### src/sv/lwqd_pkg.sv
// Shared constants, types and command/status bundles for the least-work queue dispatcher.
package lwqd_pkg;

    localparam int NUM_SERVERS = 8;
    localparam int QUEUE_DEPTH = 64;
    localparam int SRV_W       = (NUM_SERVERS > 1) ? $clog2(NUM_SERVERS) : 1;
    localparam int HEAD_W      = $clog2(QUEUE_DEPTH);
    localparam int LEN_W       = HEAD_W + 1;
    localparam int STORE_DEPTH = NUM_SERVERS * QUEUE_DEPTH;
    localparam int ADDR_W      = $clog2(STORE_DEPTH);
    localparam int STAMP_W     = 32;
    localparam int DRAW_W      = 16;
    localparam int ACT_W       = 4;
    localparam int COST_W      = LEN_W + DRAW_W + 1;
    localparam int WAIT_W      = 48;
    localparam int WAITING_W   = 10;
    localparam int CFG_IDX_W   = 1;
    localparam int CFG_DATA_W  = 16;

    localparam logic [CFG_IDX_W-1:0] CFG_ACTIVE_SERVERS   = 1'd0;
    localparam logic [CFG_IDX_W-1:0] CFG_MAX_SERVICE_TIME = 1'd1;

    localparam logic [ACT_W-1:0]  ACTIVE_RESET = ACT_W'(NUM_SERVERS);
    localparam logic [DRAW_W-1:0] MAXT_RESET   = DRAW_W'(1);

    typedef logic [DRAW_W-1:0] draw_t;

    typedef struct packed {
        logic load;      // latch request, clear per-tick results
        logic scan;      // evaluate cost of queue k
        logic push;      // enqueue arrival on chosen queue
        logic read;      // issue store read for server k
        logic skip;      // server k without dequeue: count down, advance
        logic commit;    // finish dequeue of server k
        logic finish;    // load output register, bump tick
    } cmd_t;

    typedef struct packed {
        logic arrival;
        logic last_k;
        logic need_job;
        logic out_free;
    } status_t;

endpackage

### src/sv/lwqd_ctrl.sv
// Sequencer for one tick: cost scan, enqueue, per-server service pass, result load.
module lwqd_ctrl (
    input  logic              clk,
    input  logic              rst_n,
    input  logic              in_valid,
    output logic              in_ready,
    input  lwqd_pkg::status_t status,
    output lwqd_pkg::cmd_t    cmd
);

    localparam logic [2:0] ST_IDLE = 3'd0;
    localparam logic [2:0] ST_SCAN = 3'd1;
    localparam logic [2:0] ST_PUSH = 3'd2;
    localparam logic [2:0] ST_SERV = 3'd3;
    localparam logic [2:0] ST_WAIT = 3'd4;
    localparam logic [2:0] ST_DONE = 3'd5;

    logic [2:0] state_reg;
    logic [2:0] state_next;

    assign in_ready = (state_reg == ST_IDLE);

    always_comb
    begin
        cmd        = '0;
        state_next = state_reg;
        case (state_reg)
            ST_IDLE:
            begin
                if (in_valid)
                begin
                    cmd.load   = 1'b1;
                    state_next = ST_SCAN;
                end
            end
            ST_SCAN:
            begin
                if (!status.arrival)
                begin
                    state_next = ST_SERV;
                end
                else
                begin
                    cmd.scan = 1'b1;
                    if (status.last_k)
                    begin
                        state_next = ST_PUSH;
                    end
                end
            end
            ST_PUSH:
            begin
                cmd.push   = 1'b1;
                state_next = ST_SERV;
            end
            ST_SERV:
            begin
                if (status.need_job)
                begin
                    cmd.read   = 1'b1;
                    state_next = ST_WAIT;
                end
                else
                begin
                    cmd.skip = 1'b1;
                    if (status.last_k)
                    begin
                        state_next = ST_DONE;
                    end
                end
            end
            ST_WAIT:
            begin
                cmd.commit = 1'b1;
                state_next = status.last_k ? ST_DONE : ST_SERV;
            end
            ST_DONE:
            begin
                if (status.out_free)
                begin
                    cmd.finish = 1'b1;
                    state_next = ST_IDLE;
                end
            end
            default:
            begin
                state_next = ST_IDLE;
            end
        endcase
    end

    always_ff @(posedge clk or negedge rst_n)
    begin
        if (!rst_n)
        begin
            state_reg <= ST_IDLE;
        end
        else
        begin
            state_reg <= state_next;
        end
    end

endmodule

### config.mk
export PLATFORM = sky130hd
export DESIGN_NAME = lwqd_ctrl
export DESIGN_NICKNAME = d
export VERILOG_FILES = /design/src/sv/lwqd_pkg.sv /design/src/sv/lwqd_ctrl.sv
export SDC_FILE = /design/constraint.sdc
export NUM_CORES = 1
export LEC_CHECK = 0
export BUFFER_PORTS_ARGS = -buffer_cell sky130_fd_sc_hd__buf_2
export CAP_MARGIN = 20
export CORE_AREA = 2 2 39 41
export DETAILED_ROUTE_END_ITERATION = 8
export DIE_AREA = 0 0 41 43
export HOLD_SLACK_MARGIN = 0.02
export SLEW_MARGIN = 15
export SYNTH_ARGS = -nofsm -noshare
export SYNTH_HDL_FRONTEND = slang
export SYNTH_SLANG_ARGS = --single-unit
### constraint.sdc
create_clock -name clk -period 1.24 [get_ports clk]
set_input_delay 0.31 -clock clk [delete_from_list [all_inputs] [get_ports clk]]
set_output_delay 0.31 -clock clk [all_outputs]
set_load 0.02 [all_outputs]
==> reports/qor.log, run 1 <==
qor: status.outcome complete, but fails checks
qor: status.violations setup timing
qor: timing.period_minus_slack 1505 ps
qor: placement.placed_instance_area 455.4 µm²
qor: global_route.grtUsageTotal 11.96%
qor: layout.layout_common_cells buf_4, buf_2, buf_6, a21oi_1, clkbuf_4
qor: power_and_ir_drop.internal_power 0.0009666 W
qor: route.drt_first_iter_violations 4
qor: layout.drive_gt1_share 70.59%
qor: route.finalWirelength 942 µm
qor: placement.sum_of_net_half_perimeters_after_detailed_placement 594.7 µm
qor: floorplanning.design.die.area 0.001763 mm²
qor: setup_path.critical_path.startpoint_type register
qor: layout.layout_commonest_cell buf_4
qor: yosys.synth_warnings 0
qor: timing.grt_setup_unrepaired yes
qor: placement.io_buffers 14
qor: yosys.mapped_avg_cell_area 7.855 µm²
qor: power_and_ir_drop.peakVddDrop 1.264 mV
qor: timing.worstMarginPinSlew 316.6 ps
qor: power_and_ir_drop.share_comb_of_total_power 75.0%
qor: timing.finalClockSkew 5.679 ps
qor: layout.register_area 77.57 µm²
qor: global_route.number_of_antenna_violations_at_the_first_check_in_global_routing 0
qor: job.cap_viol_max_count 0
qor: power_and_ir_drop.power.density 2670 mW/mm²
qor: power_and_ir_drop.total_switching_power 0.0007108 W
qor: floorplanning.initial_util 20.43%
qor: floorplanning.fp-row-count 14
qor: setup_path.cp_max_fo 7
qor: min_path.min-delay-path-class input port to register
qor: clock_tree.clock-root-buffer clkbuf_4
qor: layout.largest_reg_flops 3
qor: timing.slew_headroom 78.70%
qor: layout.final_design_area_excluding_fillers 628.1 µm²
qor: setup_path.ff2ff_path_depth 7
qor: yosys.syn-instance-count 36
qor: yosys.mappedNetlistNets 43
qor: yosys.netlist-cell-type-count 21
qor: power_and_ir_drop.seqPwrFrac 14.5%
qor: layout.final_net_count 76
qor: setup_path.endpoint_kind_of_the_worst_setup_timing_path output port
qor: placement.gp_routability_congestion 0.7698
qor: setup_path.register_to_register_setup_slack -170 ps
qor: timing.maxClockFrequency 664.4 MHz
qor: floorplanning.placeableCoreArea 0.001384 mm²
qor: route.vias_per_cell 4.607
qor: layout.multiInputGateArea 259.0 µm²
qor: yosys.mappedNetlistArea 282.8 µm²
qor: setup_path.worst-endpoint-required 930 ps
qor: route.routed-via-count 387
qor: global_route.grt_start_max_net_pins 10
qor: setup_path.critical_path_class register to output port
qor: clock_tree.cts_sinks 3
qor: clock_tree.cts_max_level 1
qor: floorplanning.pin_count 15
qor: power_and_ir_drop.leak_pwr 0.2861 nW
qor: global_route.first_global_vias 354
qor: clock_tree.cts_made_buffers 3
qor: yosys.postSynthRegisterBits 3
qor: layout.fillCellCount 144
qor: layout.syn_to_final_growth 122.1%
qor: timing.final-max-slew-violation-count 0
qor: setup_path.crit-reg2reg-launch state_reg[1]
qor: route.drcViolationCount 0
qor: clock_tree.tritoncts yes
qor: timing.final_worst_path_cycle_share 121.4%
qor: min_path.whs_endpoint state_reg[1]
qor: route.detail_route.wl_per_cell 11.21 µm
qor: setup_path.worst-endpoint-arrival 1200 ps
qor: setup_path.timing.rr.end state_reg[1]
qor: min_path.hold_depth 2
qor: yosys.yosysTopAreaCell dfrtp_1
qor: timing.fin_setup_tns -1943 ps
qor: floorplanning.chipWidth 41 µm
qor: clock_tree.clock_tree.buffer_depth 2
qor: timing.worst_hold_slack_after_final_layout 360.0 ps
qor: min_path.min-delay-start status[2]
qor: clock_tree.clk_transition_reported_paths 40 ps
qor: clock_tree.clkLatencyLatePin 240 ps
qor: yosys.synth_seq_area_share 26.55%
qor: global_route.grt_overflow 0
qor: global_route.global_route_wire_length_before_repair 1.428 mm
qor: power_and_ir_drop.pwr-share-clk 10.5%
qor: route.final_antenna_net_count 0
qor: yosys.netlist.area_leader.share 26.55%
qor: yosys.ys_top_cells_by_area dfrtp_1, nor3b_1, a21oi_1, nor3_1, nor2_1
qor: power_and_ir_drop.netSwitchingFraction 42.37%
qor: layout.diodes 0
qor: timing.hold_viol_final 0
qor: timing.finalSetupViolations 10
qor: route.first_pass_iters 4
qor: timing.min_setup_slack_post_route -265.1 ps
qor: floorplanning.die_h 43 µm
-- area by class of cell --
| type | count | area share [%] |
|---|---|---|
| multi-input combinational | 29 | 41.24 |
| timing repair buffer | 31 | 38.45 |
| sequential | 3 | 12.35 |
| clock buffer | 4 | 4.183 |
| tap | 16 | 3.187 |
| inverter | 1 | 0.5976 |
-- worst max-delay path by stage --
stage | startpoint | to | slack [ps] | cells after the start
floorplan | state_reg[1] | cmd[6] | -200 | 3
global placement | state_reg[0] | state_reg[1] | -90 | 4
detailed placement | state_reg[0] | state_reg[1] | -110 | 4
CTS | state_reg[1] | cmd[6] | -280 | 4
global route | state_reg[1] | cmd[6] | -320 | 4
finish | state_reg[1] | cmd[6] | -270 | 4
-- critical path, stage by stage (launching register included) --
cell	delay, ps
dfrtp_1	390
buf_6	140
nor3_4	160
and2_4	160
buf_6	100
-- layer usage --
layer,GRT usage (%),vias to the layer above,share of wire [%]
met5,0,-,0
met4,8.667,0,0
met3,3.665,0,7.1
met2,15.94,17,49
met1,15.48,176,44
li1,-,194,-
-- power by group through the flow --
stage | clock, W | combinational, W | sequential [W]
detailed placement | 0 | 0.000855 | 0.000239
CTS | 0.000177 | 0.00108 | 0.000233
floorplan | 0 | 0.000623 | 0.000178
global placement | 0 | 0.000854 | 0.000236
finish | 0.000176 | 0.00126 | 0.000243
global route | 0.000197 | 0.00134 | 0.000255
-- synth_stat cells, drive strengths merged --
library cell	count
a22o	1
o21ai	2
nor3	3
or3	1
and4b	1
and2	1
nand2	1
o32ai	1
nor2	4
nor3b	3
inv	1
buf	3
dfrtp	3
a211oi	1
nand2b	3
a21oi	3
or2b	1
o211ai	1
nor4	2
-- per-stage QoR --
| step | std cells | util, % | setup WS, ps | power, W |
|---|---|---|---|---|
| finish | 84 | 45.39 | -265.1 | 0.001677 |
| global route | 84 | 45.39 | -321.8 | 0.001795 |
| CTS | 82 | 41.32 | -282.5 | 0.001491 |
| detailed placement | 73 | 32.91 | -115.0 | 0.001093 |
| global placement | 73 | 32.91 | -87.53 | 0.001090 |
| floorplan | 36 | - | -196.3 | 0.0008012 |
-- kinds of logic after synthesis --
kind of cell / Yosys count / share of synthesized area [%]
compound gates: 9 / 22.12
buf+inv: 4 / 8.848
flops: 3 / 26.55
simple gates: 20 / 42.48
-- timing repair --
item                       4_1_cts  5_1_grt
buffers inserted                 4        2
resized for setup               16       11
hold buffers                     1        0
pin swaps                        1        4
hold endpoints to repair         3        0
setup endpoints to repair        9       11
(Power assumes the default switching activity.)
==> inputs of run 2 (changes only) <==
SKIP_CTS_REPAIR_TIMING = 1   (was not set)
==> run 2 against run 1 <==
The flow still finishes with violations (setup timing). Register-to-register slack better by 30 ps. First-iteration DRC count is 50% lower. Clock skew is 2.5 ps lower. Global-route usage is 2.7 points lower. Wire length increased by 1.1%. Largest power group unchanged. Worst hold slack better by 5.5 ps. Largest cell class unchanged.
==> reports/qor.log, run 2 (synthesis gave the netlist of run 1 again) <==
qor: status.outcome complete, but fails checks [unchanged]
qor: status.violations setup timing [unchanged]
qor: clock_tree.cts_max_level 1 [unchanged]
qor: power_and_ir_drop.seqPwrFrac 16.5% [was 14.5%]
qor: setup_path.critical_path.startpoint state_reg[1] [unchanged]
qor: global_route.first_global_vias 273 [was 354]
qor: placement.gp_routability_congestion 0.7698 [unchanged]
qor: placement.sum_of_net_half_perimeters_after_detailed_placement 594.7 µm [unchanged]
qor: floorplanning.placeableCoreArea 0.001384 mm² [unchanged]
qor: clock_tree.clk_transition_reported_paths 40 ps [about the same]
qor: timing.maxClockFrequency 658.8 MHz [was 664.4 MHz]
qor: power_and_ir_drop.internal_power 0.0008462 W [was 0.0009666 W]
qor: global_route.number_of_antenna_violations_at_the_first_check_in_global_routing 0 [unchanged]
qor: layout.final_net_count 74 [was 76]
qor: setup_path.endpoint_kind_of_the_worst_setup_timing_path output port [unchanged]
qor: clock_tree.clock-root-buffer clkbuf_4 [unchanged]
qor: power_and_ir_drop.total_switching_power 0.0006813 W [was 0.0007108 W]
qor: layout.layout_commonest_cell buf_4 [unchanged]
qor: timing.fin_setup_tns -1907 ps [was -1943 ps]
qor: timing.min_setup_slack_post_route -278.0 ps [was -265.1 ps]
qor: global_route.global_route_wire_length_before_repair 1.090 mm [was 1.428 mm]
qor: route.routed-via-count 382 [was 387]
qor: placement.dpl.cell_count 73 [unchanged]
qor: route.finalWirelength 952 µm [was 942 µm]
qor: clock_tree.cts_made_buffers 3 [unchanged]
qor: job.cap_viol_max_count 0 [unchanged]
qor: power_and_ir_drop.leak_pwr 0.2650 nW [was 0.2861 nW]
qor: global_route.grt_start_max_net_pins 12 [was 10]
qor: timing.period_minus_slack 1518 ps [was 1505 ps]
qor: clock_tree.clkLatencyLatePin 230 ps [was 240 ps]
qor: floorplanning.pin_count 15 [unchanged]
qor: layout.diodes 0 [unchanged]
qor: route.detail_route.wl_per_cell 11.61 µm [was 11.21 µm]
qor: layout.drive_gt1_share 68.18% [was 70.59%]
qor: setup_path.worst-endpoint-required 930 ps [about the same]
qor: timing.finalClockSkew 3.188 ps [was 5.679 ps]
qor: min_path.min-delay-start in_valid [was status[2]]
qor: timing.slew_headroom 83.21% [was 78.70%]
qor: setup_path.worst-endpoint-arrival 1210 ps [was 1200 ps]
qor: floorplanning.fp-row-count 14 [unchanged]
qor: timing.hold_viol_final 0 [unchanged]
qor: clock_tree.clock_tree.buffer_depth 2 [unchanged]
qor: route.drcViolationCount 0 [unchanged]
qor: setup_path.crit-reg2reg-launch state_reg[0] [was state_reg[1]]
qor: power_and_ir_drop.netSwitchingFraction 44.60% [was 42.37%]
qor: power_and_ir_drop.share_comb_of_total_power 72.3% [was 75.0%]
qor: layout.layout_common_cells buf_4, buf_2, a21oi_1, clkbuf_4, buf_6 [was buf_4, buf_2, buf_6, a21oi_1, clkbuf_4]
qor: route.drt_first_iter_violations 2 [was 4]
qor: setup_path.critical_path_class register to output port [unchanged]
qor: timing.grt_setup_unrepaired yes [unchanged]
qor: setup_path.cp_max_fo 5 [was 7]
qor: min_path.min-delay-path-class input port to register [unchanged]
qor: floorplanning.chipWidth 41 µm [unchanged]
qor: layout.syn_to_final_growth 108.0% [was 122.1%]
qor: route.vias_per_cell 4.659 [was 4.607]
qor: global_route.grtUsageTotal 9.246% [was 11.96%]
qor: placement.placed_instance_area 455.4 µm² [unchanged]
qor: floorplanning.design.die.area 0.001763 mm² [unchanged]
qor: power_and_ir_drop.pwr-share-clk 11.3% [was 10.5%]
qor: timing.worstMarginPinSlew 249.8 ps [was 316.6 ps]
qor: setup_path.critical_path.startpoint_type register [unchanged]
qor: timing.finalSetupViolations 9 [was 10]
qor: floorplanning.initial_util 20.43% [unchanged]
qor: clock_tree.tritoncts yes [unchanged]
qor: floorplanning.die_h 43 µm [unchanged]
qor: placement.pre_cts_ws -115.0 ps [unchanged]
qor: global_route.grt_overflow 0 [unchanged]
qor: layout.largest_reg_flops 3 [unchanged]
qor: placement.io_buffers 14 [unchanged]
qor: layout.final_design_area_excluding_fillers 588.1 µm² [was 628.1 µm²]
qor: power_and_ir_drop.peakVddDrop 1.266 mV [was 1.264 mV]
qor: power_and_ir_drop.finalPower 0.001528 W [was 0.001677 W]
qor: clock_tree.cts_sinks 3 [unchanged]
qor: timing.final-max-slew-violation-count 0 [unchanged]
qor: timing.final_worst_path_cycle_share 122.4% [was 121.4%]
qor: layout.layout_cells_excl_fill 82 [was 84]
qor: route.final_antenna_net_count 0 [unchanged]
qor: route.first_pass_iters 2 [was 4]
qor: power_and_ir_drop.power.density 2598 mW/mm² [was 2670 mW/mm²]
## run 2: worst max-delay path, stage by stage (launching register included)
cell and delay [ps]:
dfrtp_1 400, buf_6 150, nor3_4 150, and2_1 140
buf_4 130
## run 2: final cells by class
type / instances / area (µm²)
Fill cell: 153 / 795.8
Tap cell: 16 / 20.02
Inverter: 1 / 3.754
Sequential cell: 3 / 77.57
Timing Repair Buffer: 29 / 209.0
Multi-Input combinational cell: 29 / 251.5
Clock buffer: 4 / 26.28
## run 2: power groups by stage
stage	clock (W)	combinational [W]	sequential, W
2_1_floorplan	0	0.000623	0.000178
3_3_place_gp	0	0.000854	0.000236
3_5_place_dp	0	0.000855	0.000239
4_1_cts	0.000177	0.000858	0.000238
5_1_grt	0.000185	0.00118	0.000262
6_report	0.000172	0.00110	0.000251
## run 2: stage by stage
stage	util (%)	hold WS [ps]
after floorplan	-	14.41
after global placement	32.91	110.2
after detailed placement	32.91	108.8
after CTS	34.81	-140.0
after global routing	42.50	364.7
final	42.50	365.4
## run 2: path summary, 6_finish.rpt
check | to | slack [ps] | cells after the start
worst max-delay path | cmd[6] | -280 | 4
worst min-delay path | state_reg[0] | 370 | 3
worst max register to register | state_reg[1] | -140 | 5
worst min register to register | state_reg[0] | 730 | 3
max in group asynchronous | state_reg[2] | 720 | 2
min in group asynchronous | state_reg[1] | 400 | 2
## run 2: per-layer routing
metal  vias up  wire, µm  GRT usage, %
met5         -         0             0
met4         0         0         6.000
met3         0        46         3.141
met2        14       475         12.19
met1       177       430         12.26
li1        191         -             -
